<file path="src/rtl/core/bcw_pkg.sv">
// Shared types and constants of the bounded channel with waiters.
`default_nettype none
package bcw_pkg;

	localparam int unsigned VALUE_W = 32;
	localparam int unsigned ID_W = 8;
	localparam int unsigned CAP_W = 5;

	// Request kinds carried on the slave tuser bit.
	localparam logic CMD_SEND = 1'b0;
	localparam logic CMD_RECV = 1'b1;

	typedef enum logic [1:0] {
		ST_DONE     = 2'd0,
		ST_PARKED   = 2'd1,
		ST_REJECTED = 2'd2
	} status_t;

	// Push and pop strobes for the three queues of one request.
	typedef struct packed {
		logic               v_push;
		logic               v_pop;
		logic [VALUE_W-1:0] v_data;
		logic               s_push;
		logic               s_pop;
		logic               r_push;
		logic               r_pop;
	} queue_ctl_t;

	typedef struct packed {
		status_t            status;
		logic               recv_valid;
		logic [VALUE_W-1:0] recv_data;
		logic               wake_valid;
		logic [ID_W-1:0]    wake_id;
		logic               wake_is_receiver;
	} result_t;

endpackage
`default_nettype wire

</file>
<file path="src/rtl/core/bcw_fifo.sv">
// Circular queue with a memory, a registered head word and a fill count.
`default_nettype none
module bcw_fifo #(
	parameter int unsigned WIDTH = 32,
	parameter int unsigned DEPTH = 16
) (
	input  wire logic                           clk,
	input  wire logic                           arst_n,
	input  wire logic                           push,
	input  wire logic [WIDTH-1:0]               push_data,
	input  wire logic                           pop,
	output logic      [WIDTH-1:0]               head_data,
	output logic      [$clog2(DEPTH+1)-1:0]     count
);

	localparam int unsigned AW = (DEPTH > 1) ? $clog2(DEPTH) : 1;
	localparam int unsigned CW = $clog2(DEPTH + 1);

	logic [WIDTH-1:0] mem [DEPTH];
	logic [AW-1:0]    head_q;
	logic [AW-1:0]    tail_q;
	logic [AW-1:0]    head_n;
	logic [CW-1:0]    count_q;
	logic [WIDTH-1:0] head_data_q;

	function automatic logic [AW-1:0] wrap_inc(input logic [AW-1:0] p);
		logic [AW-1:0] r;
		if (p == AW'(DEPTH - 1)) begin
			r = '0;
		end else begin
			r = p + AW'(1);
		end
		return r;
	endfunction

	assign head_n = pop ? wrap_inc(head_q) : head_q;

	always_ff @(posedge clk or negedge arst_n) begin
		if (!arst_n) begin
			head_q  <= '0;
			tail_q  <= '0;
			count_q <= '0;
		end else begin
			head_q <= head_n;
			if (push) begin
				tail_q <= wrap_inc(tail_q);
			end
			case ({push, pop})
				2'b10:   count_q <= count_q + CW'(1);
				2'b01:   count_q <= count_q - CW'(1);
				default: count_q <= count_q;
			endcase
		end
	end

	// The next head word is fetched every cycle; a word written at that same
	// slot in this cycle is forwarded since the array still holds the old one.
	always_ff @(posedge clk) begin
		if (push) begin
			mem[tail_q] <= push_data;
		end
		if (push && (tail_q == head_n)) begin
			head_data_q <= push_data;
		end else begin
			head_data_q <= mem[head_n];
		end
	end

	assign head_data = head_data_q;
	assign count     = count_q;

endmodule
`default_nettype wire

</file>
<file path="src/rtl/core/bcw_ctrl.sv">
// Decision logic for one send or receive request against the queue heads and counts.
`default_nettype none
module bcw_ctrl #(
	parameter int unsigned VALUE_DEPTH  = 16,
	parameter int unsigned WAITER_DEPTH = 16
) (
	input  wire logic                                   cmd,
	input  wire logic [bcw_pkg::VALUE_W-1:0]            send_value,
	input  wire logic [$clog2(VALUE_DEPTH+1)-1:0]       cap,
	input  wire logic [$clog2(VALUE_DEPTH+1)-1:0]       v_count,
	input  wire logic [bcw_pkg::VALUE_W-1:0]            v_head,
	input  wire logic [$clog2(WAITER_DEPTH+1)-1:0]      s_count,
	input  wire logic [bcw_pkg::ID_W+bcw_pkg::VALUE_W-1:0] s_head,
	input  wire logic [$clog2(WAITER_DEPTH+1)-1:0]      r_count,
	input  wire logic [bcw_pkg::ID_W-1:0]               r_head,
	output bcw_pkg::queue_ctl_t                         ctl,
	output bcw_pkg::result_t                            res
);

	localparam int unsigned WCW = $clog2(WAITER_DEPTH + 1);

	logic v_empty;
	logic v_at_cap;
	logic s_full;
	logic s_empty;
	logic r_full;
	logic r_empty;

	assign v_empty  = (v_count == '0);
	assign v_at_cap = (v_count >= cap);
	assign s_full   = (s_count == WCW'(WAITER_DEPTH));
	assign s_empty  = (s_count == '0);
	assign r_full   = (r_count == WCW'(WAITER_DEPTH));
	assign r_empty  = (r_count == '0);

	always_comb begin
		ctl        = '0;
		res        = '0;
		res.status = bcw_pkg::ST_DONE;
		ctl.v_data = send_value;
		if (cmd == bcw_pkg::CMD_SEND) begin
			if (v_at_cap) begin
				if (s_full) begin
					res.status = bcw_pkg::ST_REJECTED;
				end else begin
					ctl.s_push = 1'b1;
					res.status = bcw_pkg::ST_PARKED;
				end
			end else if (v_empty && !r_empty) begin
				// Hand the value straight to the oldest parked receiver.
				ctl.r_pop            = 1'b1;
				res.recv_data        = send_value;
				res.wake_valid       = 1'b1;
				res.wake_id          = r_head;
				res.wake_is_receiver = 1'b1;
			end else begin
				ctl.v_push = 1'b1;
			end
		end else begin
			if (v_empty) begin
				if (r_full) begin
					res.status = bcw_pkg::ST_REJECTED;
				end else begin
					ctl.r_push = 1'b1;
					res.status = bcw_pkg::ST_PARKED;
				end
			end else begin
				ctl.v_pop      = 1'b1;
				res.recv_valid = 1'b1;
				res.recv_data  = v_head;
				if (v_at_cap && !s_empty) begin
					// The freed slot goes to the oldest parked sender.
					ctl.s_pop      = 1'b1;
					ctl.v_push     = 1'b1;
					ctl.v_data     = s_head[bcw_pkg::VALUE_W-1:0];
					res.wake_valid = 1'b1;
					res.wake_id    = s_head[bcw_pkg::ID_W+bcw_pkg::VALUE_W-1:bcw_pkg::VALUE_W];
				end
			end
		end
	end

endmodule
`default_nettype wire

</file>
<file path="src/rtl/core/bounded_channel_with_waiters_core.sv">
// Top level of the bounded channel with parked senders and receivers.
//
// Usage: each request on the slave stream is a send (s_tuser = 0) carrying a
// value and a caller id, or a receive (s_tuser = 1) carrying a caller id. The
// channel buffers up to the configured capacity of values; a send that finds
// the buffer at capacity parks in the sender waiter queue, and a receive that
// finds it empty parks in the receiver waiter queue. Each request produces
// exactly one result on the master stream: the status in m_tuser, and in
// m_tdata the value returned or handed over and the id of any task woken.
// A request accepted at an edge has its result registered on m_tvalid after
// that edge. It takes one request per cycle unless the result stalls; only
// the decision and the head/tail pointer updates lie between the queue state
// registers and the result register. Each queue keeps its head word in a
// register refetched from the queue memory every cycle. A stalled receiver
// holds the result register; s_tready stays high as long as the result
// register is empty or being drained in the same cycle. Reset empties all
// three queues and sets the capacity to one. The user must write the capacity
// register through cfg_we/cfg_wdata only while the channel is idle; the block
// does not enforce it. Zero acts as one and values above VALUE_DEPTH saturate.
`default_nettype none
module bounded_channel_with_waiters_core #(
	parameter int unsigned VALUE_DEPTH  = 16,
	parameter int unsigned WAITER_DEPTH = 16
) (
	input  wire logic                        clk,
	input  wire logic                        arst_n,
	input  wire logic                        cfg_we,
	input  wire logic [bcw_pkg::CAP_W-1:0]   cfg_wdata,    // queue_capacity
	input  wire logic                        s_tvalid,
	output logic                             s_tready,
	input  wire logic [39:0]                 s_tdata,      // send_value[31:0], caller_id[39:32]
	input  wire logic                        s_tuser,      // command
	output logic                             m_tvalid,
	input  wire logic                        m_tready,
	output logic [47:0]                      m_tdata,      // recv_valid[0], recv_data[32:1],
	                                                       // wake_valid[33], wake_id[41:34],
	                                                       // wake_is_receiver[42], zero[47:43]
	output logic [1:0]                       m_tuser       // status
);

	localparam int unsigned CW  = $clog2(VALUE_DEPTH + 1);
	localparam int unsigned WCW = $clog2(WAITER_DEPTH + 1);
	localparam int unsigned VW  = bcw_pkg::VALUE_W;
	localparam int unsigned IW  = bcw_pkg::ID_W;

	logic                 accept;
	logic [CW-1:0]        cap_q;
	logic [CW-1:0]        v_count;
	logic [VW-1:0]        v_head;
	logic [WCW-1:0]       s_count;
	logic [IW+VW-1:0]     s_head;
	logic [WCW-1:0]       r_count;
	logic [IW-1:0]        r_head;
	bcw_pkg::queue_ctl_t  ctl;
	bcw_pkg::result_t     res;
	logic                 out_valid_q;
	logic [47:0]          out_data_q;
	logic [1:0]           out_user_q;

	// A new request is taken whenever the result register is free or drains now.
	assign s_tready = !out_valid_q || m_tready;
	assign accept   = s_tvalid && s_tready;

	// The capacity is clamped when written so the decision sees a legal value.
	always_ff @(posedge clk or negedge arst_n) begin
		if (!arst_n) begin
			cap_q <= CW'(1);
		end else if (cfg_we) begin
			if (cfg_wdata == '0) begin
				cap_q <= CW'(1);
			end else if (32'(cfg_wdata) > VALUE_DEPTH) begin
				cap_q <= CW'(VALUE_DEPTH);
			end else begin
				cap_q <= CW'(cfg_wdata);
			end
		end
	end

	bcw_ctrl #(
		.VALUE_DEPTH (VALUE_DEPTH),
		.WAITER_DEPTH(WAITER_DEPTH)
	) u_ctrl (
		.cmd       (s_tuser),
		.send_value(s_tdata[VW-1:0]),
		.cap       (cap_q),
		.v_count   (v_count),
		.v_head    (v_head),
		.s_count   (s_count),
		.s_head    (s_head),
		.r_count   (r_count),
		.r_head    (r_head),
		.ctl       (ctl),
		.res       (res)
	);

	// Buffered values.
	bcw_fifo #(
		.WIDTH(VW),
		.DEPTH(VALUE_DEPTH)
	) u_value_q (
		.clk      (clk),
		.arst_n   (arst_n),
		.push     (accept && ctl.v_push),
		.push_data(ctl.v_data),
		.pop      (accept && ctl.v_pop),
		.head_data(v_head),
		.count    (v_count)
	);

	// Parked senders: caller id above the value they offered.
	bcw_fifo #(
		.WIDTH(IW + VW),
		.DEPTH(WAITER_DEPTH)
	) u_sender_q (
		.clk      (clk),
		.arst_n   (arst_n),
		.push     (accept && ctl.s_push),
		.push_data(s_tdata[IW+VW-1:0]),
		.pop      (accept && ctl.s_pop),
		.head_data(s_head),
		.count    (s_count)
	);

	// Parked receivers: caller id only.
	bcw_fifo #(
		.WIDTH(IW),
		.DEPTH(WAITER_DEPTH)
	) u_receiver_q (
		.clk      (clk),
		.arst_n   (arst_n),
		.push     (accept && ctl.r_push),
		.push_data(s_tdata[IW+VW-1:VW]),
		.pop      (accept && ctl.r_pop),
		.head_data(r_head),
		.count    (r_count)
	);

	always_ff @(posedge clk or negedge arst_n) begin
		if (!arst_n) begin
			out_valid_q <= 1'b0;
		end else if (accept) begin
			out_valid_q <= 1'b1;
		end else if (m_tready) begin
			out_valid_q <= 1'b0;
		end
	end

	always_ff @(posedge clk) begin
		if (accept) begin
			out_data_q <= {5'b0, res.wake_is_receiver, res.wake_id, res.wake_valid,
				res.recv_data, res.recv_valid};
			out_user_q <= 2'(res.status);
		end
	end

	assign m_tvalid = out_valid_q;
	assign m_tdata  = out_data_q;
	assign m_tuser  = out_user_q;

endmodule
`default_nettype wire

</file>
<file path="config.mk">
export PLATFORM = sky130hd
export DESIGN_NAME = bounded_channel_with_waiters_core
export DESIGN_NICKNAME = d
export VERILOG_FILES = /design/src/rtl/core/bcw_pkg.sv /design/src/rtl/core/bcw_fifo.sv /design/src/rtl/core/bcw_ctrl.sv /design/src/rtl/core/bounded_channel_with_waiters_core.sv
export SDC_FILE = /design/constraint.sdc
export NUM_CORES = 1
export LEC_CHECK = 0
export BUFFER_PORTS_ARGS = -buffer_cell sky130_fd_sc_hd__buf_2
export CAP_MARGIN = 20
export CORE_UTILIZATION = 35
export DETAILED_ROUTE_END_ITERATION = 12
export MAX_ROUTING_LAYER = met4
export PLACE_DENSITY = 0.6
export SYNTH_ARGS = -nofsm -noshare
export SYNTH_HDL_FRONTEND = slang
export SYNTH_SLANG_ARGS = --single-unit
export TNS_END_PERCENT = 100
</file>
<file path="constraint.sdc">
create_clock -name clk -period 6.3 [get_ports clk]
set_input_delay 0 -clock clk [delete_from_list [all_inputs] [get_ports clk]]
set_output_delay 0 -clock clk [all_outputs]
set_load 0.02 [all_outputs]
</file>
==> results.txt, run 1 <==
----------------------------------------------------
[Run status]
  Outcome ... finished clean

[Detailed routing]
  Wire length per cell after detailed routing ... 26.5 um
  Post-detailed-route count of antenna-violating nets ... 0
  First drt pass iteration count ... 5
  Initial detailed-routing violation count ... 2666
  Total number of vias ... 24800
  WL final ... 124000 um
  Final routed DRC violation total ... 0
  Average vias per placed instance ... 5.27

[Cells and area]
  Multi-input gate area ... 11800 um2
  Share of post-route cells with drive strength above 1 ... 0.304
  Final instance area ... 61600 um2
  Synthesis-to-layout area growth ... 15.1%
  Final std cells w/o fill ... 4701
  Number of nets in the layout ... 2644
  Area of all sequential standard cells ... 41200 um2
  Highest-count cells in the layout ignoring fill and taps ... 1325 x sky130_fd_sc_hd__edfxtp_1, 400 x sky130_fd_sc_hd__mux4_2, 135 x sky130_fd_sc_hd__clkbuf_16
  Number of inserted filler cells in the final layout ... 13100
  Commonest non-fill, non-tap cell in the layout ... sky130_fd_sc_hd__edfxtp_1

[STA]
  Clock skew ... 36.7 ps
  Headroom to the max-slew limit ... 0.313
  Total setup violations reported at the end of the flow ... 0
  Final worst path period share ... 0.657
  Hold Fails Final Rpt ... 0
  Post-route worst hold slack ... 78.5 ps
  Number of max-slew violations in the final report ... 0
  Highest achievable clock rate ... 0.242 GHz
  Setup repair after global routing missed its margin ... no
  Setup TNS Final ... 0 ps
  Minimum period implied by the final worst setup slack ... 4140 ps
  Slew at the pin with the worst max-slew slack ... 1030 ps

[Floorplan]
  Area inside the core boundary ... 152000 um2
  Overall die height ... 393 um
  Ports ... 103
  Die Area ... 154000 um2
  Initial Utilization ... 0.352
  Number of placement rows ... 143
  Chip width ... 393 um

[Critical path]
  R2r setup slk ... 2160 ps
  Top fanout value on the critical path ... 13
  Worst flop-to-flop path startpoint ... u_value_q.count[0]
  Worst Path Class, Setup ... register to register
  CP Launch Type ... register
  Critical path endpoint category ... register
  Worst path arrival time ... 4770 ps
  Required time at the endpoint of the critical path ... 6930 ps
  Critical R2R Capture ... u_value_q.count[4]
  Length in cells of the worst reg-to-reg path ... 15

[Synth]
  Share of the yosys chip area belonging to registers ... 0.769
  Post-Syn Area per Cell ... 22.8 um2
  Number of synthesized flops with an enable pin ... 1325
  Yosys cell types ... 61
  Proportion of netlist area held by the largest area contributor ... 0.744
  Post-synth design cell area ... 53500 um2
  Top FF cell, synth ... sky130_fd_sc_hd__edfxtp_1
  Share of synthesized flip-flops with an asynchronous set or reset ... 0.0326
  Post-synthesis cell count ... 2343
  Synth Warn # ... 0
  Synthesized flop and latch total ... 1382
  Library cell occupying the most area in the post-synthesis netlist ... sky130_fd_sc_hd__edfxtp_1
  Cell types with the largest area share after synthesis ... sky130_fd_sc_hd__edfxtp_1 74%, sky130_fd_sc_hd__mux4_2 17%, sky130_fd_sc_hd__dfrtp_1 2.1%

[Placement]
  Total placed cells including tap cells ... 4395
  Number of input and output port buffers inserted ... 97
  Placer congestion estimate ... 0.772
  Cell area reported after detailed placement ... 56500 um2
  Dpl hpwl ... 71000 um

[CTS]
  CTS clock-pin slew for the worst setup and hold paths ... 60 ps
  Maximum level of the CTS H-tree ... 4
  CTS sink cnt ... 1382
  Num CTS Buffers ... 134
  Number of buffers on the longest clock path ... 3
  CTS Root Cell ... sky130_fd_sc_hd__clkbuf_16
  Clock tree from TritonCTS ... done
  Source-to-sink clock delay at the later pin of the worst-skew pair ... 780 ps

[Worst hold path]
  Hold Path Depth ... 4
  Source of the worst hold timing path ... cfg_wdata[3]
  Capture endpoint of the worst hold path ... cap_q[3]
  Class of the worst hold path ... primary input to register

[Power and ir drop]
  Logic gate share of total power ... 0.243
  Part of the power in registers ... 0.446
  Switching part of the total power ... 0.284
  Overall Power ... 0.0260 W
  Sw power ... 0.00740 W
  Static leakage ... 19.5 nW
  Clk pwr share ... 0.311
  Cell Pwr Density ... 423 nW/um2
  Worst IR Drop VDD ... 0.454 mV
  Internal power contribution ... 0.0186 W

[Global route]
  Largest net degree at the start of global routing ... 93
  Overall global routing resource usage ... 0.168
  Overflow after GRT ... 0
  Initial antenna violation count ... 4
  Global-route wire length before repair ... 180000 um
  Via count of the first global-routing pass ... 25900

[Flow run]
  Max-cap check violation count ... 0

----------------------------------------------------
[critical path, cell delays in order (launching register included)]
cell	delay, ps
sky130_fd_sc_hd__dfrtp_1	420
sky130_fd_sc_hd__or4_4	570
sky130_fd_sc_hd__o21ai_2	190
sky130_fd_sc_hd__nor2_1	220
sky130_fd_sc_hd__and3_1	370
sky130_fd_sc_hd__or2_4	320
sky130_fd_sc_hd__inv_2	240
sky130_fd_sc_hd__ha_1	420
sky130_fd_sc_hd__xor2_1	120
sky130_fd_sc_hd__ha_1	230
sky130_fd_sc_hd__o21a_1	180
sky130_fd_sc_hd__o22a_1	190
sky130_fd_sc_hd__a21oi_1	170
sky130_fd_sc_hd__xor2_1	150
sky130_fd_sc_hd__nor2_1	60
sky130_fd_sc_hd__xor2_1	140
[how the worst max path moves through the flow]
stage               cells past startpoint             endpoint                from  slack, ps
finish                                 15   u_value_q.count[4]  u_value_q.count[0]       2160
global route                           15   u_value_q.count[4]            m_tvalid       1880
CTS                                    15   u_value_q.count[4]  u_value_q.count[0]       2180
detailed placement                     15   u_value_q.count[4]  u_value_q.count[0]       2190
global placement                       15   u_value_q.count[4]  u_value_q.count[0]       2240
floorplan                               9  u_value_q.mem[0][0]  u_value_q.count[2]       1040
[layer usage]
metal  part of all wire  wire length (um)  global-route usage  vias to the layer above
met4              0.020              2490              0.0432                        0
met3              0.061              7570              0.0300                      168
met1               0.42             51800               0.218                    13500
met5                  0                 0                   -                        -
li1                   -                 -                   -                    10300
met2               0.50             62500               0.272                      796
[cell families (layout without fill, tap and decap cells)]
| family | Yosys count | after routing | synth area share |
|---|---|---|---|
| buffers and inverters | 153 | 474 | 0.0124 |
| muxes | 409 | 409 | 0.170 |
| xor gates and xnor gates | 22 | 22 | 0.00360 |
| and+or+nand+nor | 234 | 234 | 0.0215 |
| adders and majority gates | 32 | 32 | 0.00763 |
| AOI/OAI and AO/OA | 110 | 110 | 0.0150 |
| DFF | 1382 | 1382 | 0.769 |
| other | 1 | 8 | 0.0000701 |
[synthesized netlist by cell type, drive strengths merged (11+ instances only)]
master	number
nor3	11
ha	31
and3	12
inv	26
dfrtp	44
a21oi	12
nor2	17
and2	26
dfxtp	12
edfxtp	1325
xnor2	13
o21ai	26
a22o	40
buf	57
nand2	119
nand3	11
mux4	400
clkbuf	69
[per-stage QoR]
| stage | setup slack [ps] | util |
|---|---|---|
| 6_report | 2160 | 0.405 |
| 5_1_grt | 1880 | 0.405 |
| 4_1_cts | 2180 | 0.405 |
| 3_5_place_dp | 2190 | 0.372 |
| 3_3_place_gp | 2240 | 0.372 |
| 2_1_floorplan | 1040 | - |
[final cells by class]
type                       instances  share of cell area
clock inverter                    84              0.0153
tap                             2030              0.0413
inverter                          27             0.00173
antenna                            3            0.000122
timing repair buffer             204              0.0243
multi-input combinational        812               0.192
clock buffer                     159              0.0568
sequential                      1382               0.669
[power groups by stage]
stage                     sequential (W)  combinational, W  clock, W
after floorplan                   0.0115           0.00464         0
after global placement            0.0118           0.00621         0
after detailed placement          0.0118           0.00635         0
after CTS                         0.0116           0.00642   0.00827
after global routing              0.0117           0.00678   0.00859
final                             0.0116           0.00632   0.00810
[registers in the layout, indices dropped and copies added, names as in the netlist, named ones only]
register,cells
cap_q,5
m_tdata,43
m_tuser,2
m_tvalid,1
u_receiver_q.count,5
u_receiver_q.head_q,4
u_receiver_q.mem,128
u_receiver_q.tail_q,4
u_sender_q.count,5
u_sender_q.head_q,4
u_sender_q.mem,640
u_sender_q.tail_q,4
u_value_q.count,5
u_value_q.head_q,4
u_value_q.mem,512
u_value_q.tail_q,4
[what timing repair did]
action | 4_1_cts | 5_1_grt
resized for setup | 0 | 0
endpoints found under the hold margin | 877 | 16
hold buffers | 58 | 1
setup buffers | 0 | 0
Note: power is estimated with default switching activity, not from simulation.
==> inputs of run 2 (changes only) <==
Clock period 6.3 ns to 3.9 ns, I/O delays scaled along.
==> run 2 against run 1 <==
Against the previous run: largest power group unchanged; highest routed layer unchanged; register-to-register slack got worse by 1900 ps; fmax increased by 14%; non-clock buffer count increased by 28; the flow now finishes with violations (DRC); power increased by 63%.
==> results.txt, run 2 (same netlist as run 1, synthesis figures left out) <==
----------------------------------------------------
[Run status]
  Outcome ... finished, violations left (was finished clean)
  Violated checks ... DRC

[STA]
  Slew at the pin with the worst max-slew slack ... 1010 ps (was 1030 ps)
  Final worst path period share ... 0.929 (was 0.657)
  Hold Fails Final Rpt ... 0 (unchanged)
  Minimum period implied by the final worst setup slack ... 3620 ps (was 4140 ps)
  Number of max-slew violations in the final report ... 0 (unchanged)
  Clock skew ... 38.2 ps (was 36.7 ps)
  Headroom to the max-slew limit ... 0.328 (was 0.313)
  Post-route worst hold slack ... 94.9 ps (was 78.5 ps)
  Setup repair after global routing missed its margin ... no (unchanged)
  Highest achievable clock rate ... 0.276 GHz (was 0.242 GHz)
  Total setup violations reported at the end of the flow ... 0 (unchanged)

[Detailed routing]
  Post-detailed-route count of antenna-violating nets ... 0 (unchanged)
  First drt pass iteration count ... 9 (was 5)
  Wire length per cell after detailed routing ... 26.3 um (was 26.5 um)
  Total number of vias ... 25000 (was 24800)
  Average vias per placed instance ... 5.29 (was 5.27)
  Final routed DRC violation total ... 4 (was 0)
  Initial detailed-routing violation count ... 2330 (was 2666)
  WL final ... 124000 um (about the same)

[Global route]
  Largest net degree at the start of global routing ... 55 (was 93)
  Initial antenna violation count ... 3 (was 4)
  Global-route wire length before repair ... 181000 um (was 180000 um)
  Overflow after GRT ... 0 (unchanged)
  Overall global routing resource usage ... 0.167 (was 0.168)
  Via count of the first global-routing pass ... 26100 (was 25900)

[Floorplan]
  Initial Utilization ... 0.352 (unchanged)
  Number of placement rows ... 143 (unchanged)
  Area inside the core boundary ... 152000 um2 (unchanged)
  Die Area ... 154000 um2 (unchanged)
  Chip width ... 393 um (unchanged)
  Ports ... 103 (unchanged)
  Overall die height ... 393 um (unchanged)

[Critical path]
  Top fanout value on the critical path ... 10 (was 13)
  Worst Path Class, Setup ... register to register (unchanged)
  Required time at the endpoint of the critical path ... 4520 ps (was 6930 ps)
  R2r setup slk ... 280 ps (was 2160 ps)
  CP Launch Type ... register (unchanged)
  Critical R2R Capture ... u_receiver_q.count[4] (was u_value_q.count[4])
  Length in cells of the worst reg-to-reg path ... 18 (was 15)
  Worst path arrival time ... 4240 ps (was 4770 ps)
  Critical path endpoint category ... register (unchanged)
  Worst flop-to-flop path startpoint ... u_value_q.count[2] (was u_value_q.count[0])

[CTS]
  Clock tree from TritonCTS ... done (unchanged)
  Num CTS Buffers ... 136 (was 134)
  Maximum level of the CTS H-tree ... 4 (unchanged)
  Number of buffers on the longest clock path ... 3 (unchanged)
  CTS Root Cell ... sky130_fd_sc_hd__clkbuf_16 (unchanged)
  CTS sink cnt ... 1382 (unchanged)
  Source-to-sink clock delay at the later pin of the worst-skew pair ... 760 ps (was 780 ps)
  CTS clock-pin slew for the worst setup and hold paths ... 60 ps (about the same)

[Cells and area]
  Final instance area ... 62200 um2 (was 61600 um2)
  Max FFs per register ... 640 (unchanged)
  Highest-count cells in the layout ignoring fill and taps ... 1325 x sky130_fd_sc_hd__edfxtp_1, 400 x sky130_fd_sc_hd__mux4_2, 138 x sky130_fd_sc_hd__clkbuf_16 (was 1325 x sky130_fd_sc_hd__edfxtp_1, 400 x sky130_fd_sc_hd__mux4_2, 135 x sky130_fd_sc_hd__clkbuf_16)
  Top flop regs ... u_sender_q.mem x640, u_value_q.mem x512, u_receiver_q.mem x128 (unchanged)
  Share of post-route cells with drive strength above 1 ... 0.308 (was 0.304)
  Number of nets in the layout ... 2674 (was 2644)
  Synthesis-to-layout area growth ... 16.2% (was 15.1%)
  Utilization after layout ... 0.409 (was 0.405)
  Register with the highest flop count ... u_sender_q.mem (unchanged)
  Commonest non-fill, non-tap cell in the layout ... sky130_fd_sc_hd__edfxtp_1 (unchanged)

[Worst hold path]
  Capture endpoint of the worst hold path ... u_receiver_q.tail_q[0] (was cap_q[3])
  Source of the worst hold timing path ... m_tready (was cfg_wdata[3])
  Hold Path Depth ... 6 (was 4)
  Class of the worst hold path ... primary input to register (unchanged)

[Placement]
  Dpl hpwl ... 73000 um (was 71000 um)
  Number of input and output port buffers inserted ... 97 (unchanged)
  Placer congestion estimate ... 0.771 (was 0.772)
  Cell area reported after detailed placement ... 57200 um2 (was 56500 um2)

[Power and ir drop]
  Clk pwr share ... 0.304 (was 0.311)
  Static leakage ... 19.7 nW (was 19.5 nW)
  Internal power contribution ... 0.0304 W (was 0.0186 W)
  Cell Pwr Density ... 681 nW/um2 (was 423 nW/um2)
  Part of the power in registers ... 0.444 (was 0.446)
  Logic gate share of total power ... 0.252 (was 0.243)
  Worst IR Drop VDD ... 0.404 mV (was 0.454 mV)
  Sw power ... 0.0119 W (was 0.00740 W)
  Switching part of the total power ... 0.282 (was 0.284)

[Flow run]
  Max-cap check violation count ... 0 (unchanged)

----------------------------------------------------
[run 2: cell type report]
cell class              instances  area, um2
repair buffers                232       2140
clock buffers                 171       3600
clock inverters                65        762
inverters                      27        106
diodes                          2       5.00
fillers                     13000      89700
multi-input cells             812      11800
well taps                    2030       2540
flip-flops and latches       1382      41200
[run 2: timing repair]
item | 4_1_cts | 5_1_grt
setup endpoints to repair | 0 | 1
hold buffers | 56 | 1
endpoints found under the hold margin | 874 | 32
setup buffers | 0 | 0
resized for setup | 0 | 5
[run 2: metal layers]
metal / GRT usage / vias up / routed length (um)
li1: - / 10400 / -
met1: 0.221 / 13600 / 51500
met2: 0.264 / 887 / 61700
met3: 0.0350 / 153 / 8580
met4: 0.0419 / 0 / 2220
met5: - / - / 0
[run 2: worst max-delay path by stage]
stage,depth (start not counted),slack (ps),end,from
after floorplan,9,-500,u_value_q.mem[10][0],u_value_q.count[2]
after global placement,16,190,u_value_q.count[4],u_value_q.count[2]
after detailed placement,16,210,u_value_q.count[4],u_value_q.count[2]
after CTS,16,180,u_value_q.count[4],u_value_q.count[2]
after global routing,19,50,u_receiver_q.count[4],u_value_q.count[0]
final,18,280,u_receiver_q.count[4],u_value_q.count[2]
[run 2: through the flow]
step	cells	power, W	setup TNS (ps)	worst slack, ps
final	4721	0.0424	0	277
after global routing	4720	0.0440	0	54.0
after CTS	4717	0.0428	0	183
after detailed placement	4425	0.0298	0	208
after global placement	4425	0.0295	0	194
after floorplan	2347	0.0261	-96000	-498
[run 2: power by group through the flow]
stage / sequential, W / clock (W) / combinational (W)
2_1_floorplan: 0.0186 / 0 / 0.00751
3_5_place_dp: 0.0191 / 0 / 0.0107
5_1_grt: 0.0189 / 0.0137 / 0.0114
6_report: 0.0188 / 0.0129 / 0.0107
4_1_cts: 0.0188 / 0.0132 / 0.0108
3_3_place_gp: 0.0191 / 0 / 0.0104
[run 2: worst max-delay path, stage by stage, from the launching register on]
cell,delay (ps)
sky130_fd_sc_hd__dfrtp_1,470
sky130_fd_sc_hd__ha_1,320
sky130_fd_sc_hd__a21oi_1,160
sky130_fd_sc_hd__o21ai_0,180
sky130_fd_sc_hd__a21o_1,210
sky130_fd_sc_hd__buf_4,170
sky130_fd_sc_hd__or3_4,390
sky130_fd_sc_hd__clkinv_4,60
sky130_fd_sc_hd__nand2_2,80
sky130_fd_sc_hd__inv_1,70
sky130_fd_sc_hd__ha_1,220
sky130_fd_sc_hd__inv_1,110
sky130_fd_sc_hd__fa_1,420
sky130_fd_sc_hd__inv_1,80
sky130_fd_sc_hd__a21o_1,110
sky130_fd_sc_hd__a21oi_1,80
sky130_fd_sc_hd__xnor2_1,170
sky130_fd_sc_hd__nor2_1,80
sky130_fd_sc_hd__xnor2_1,140
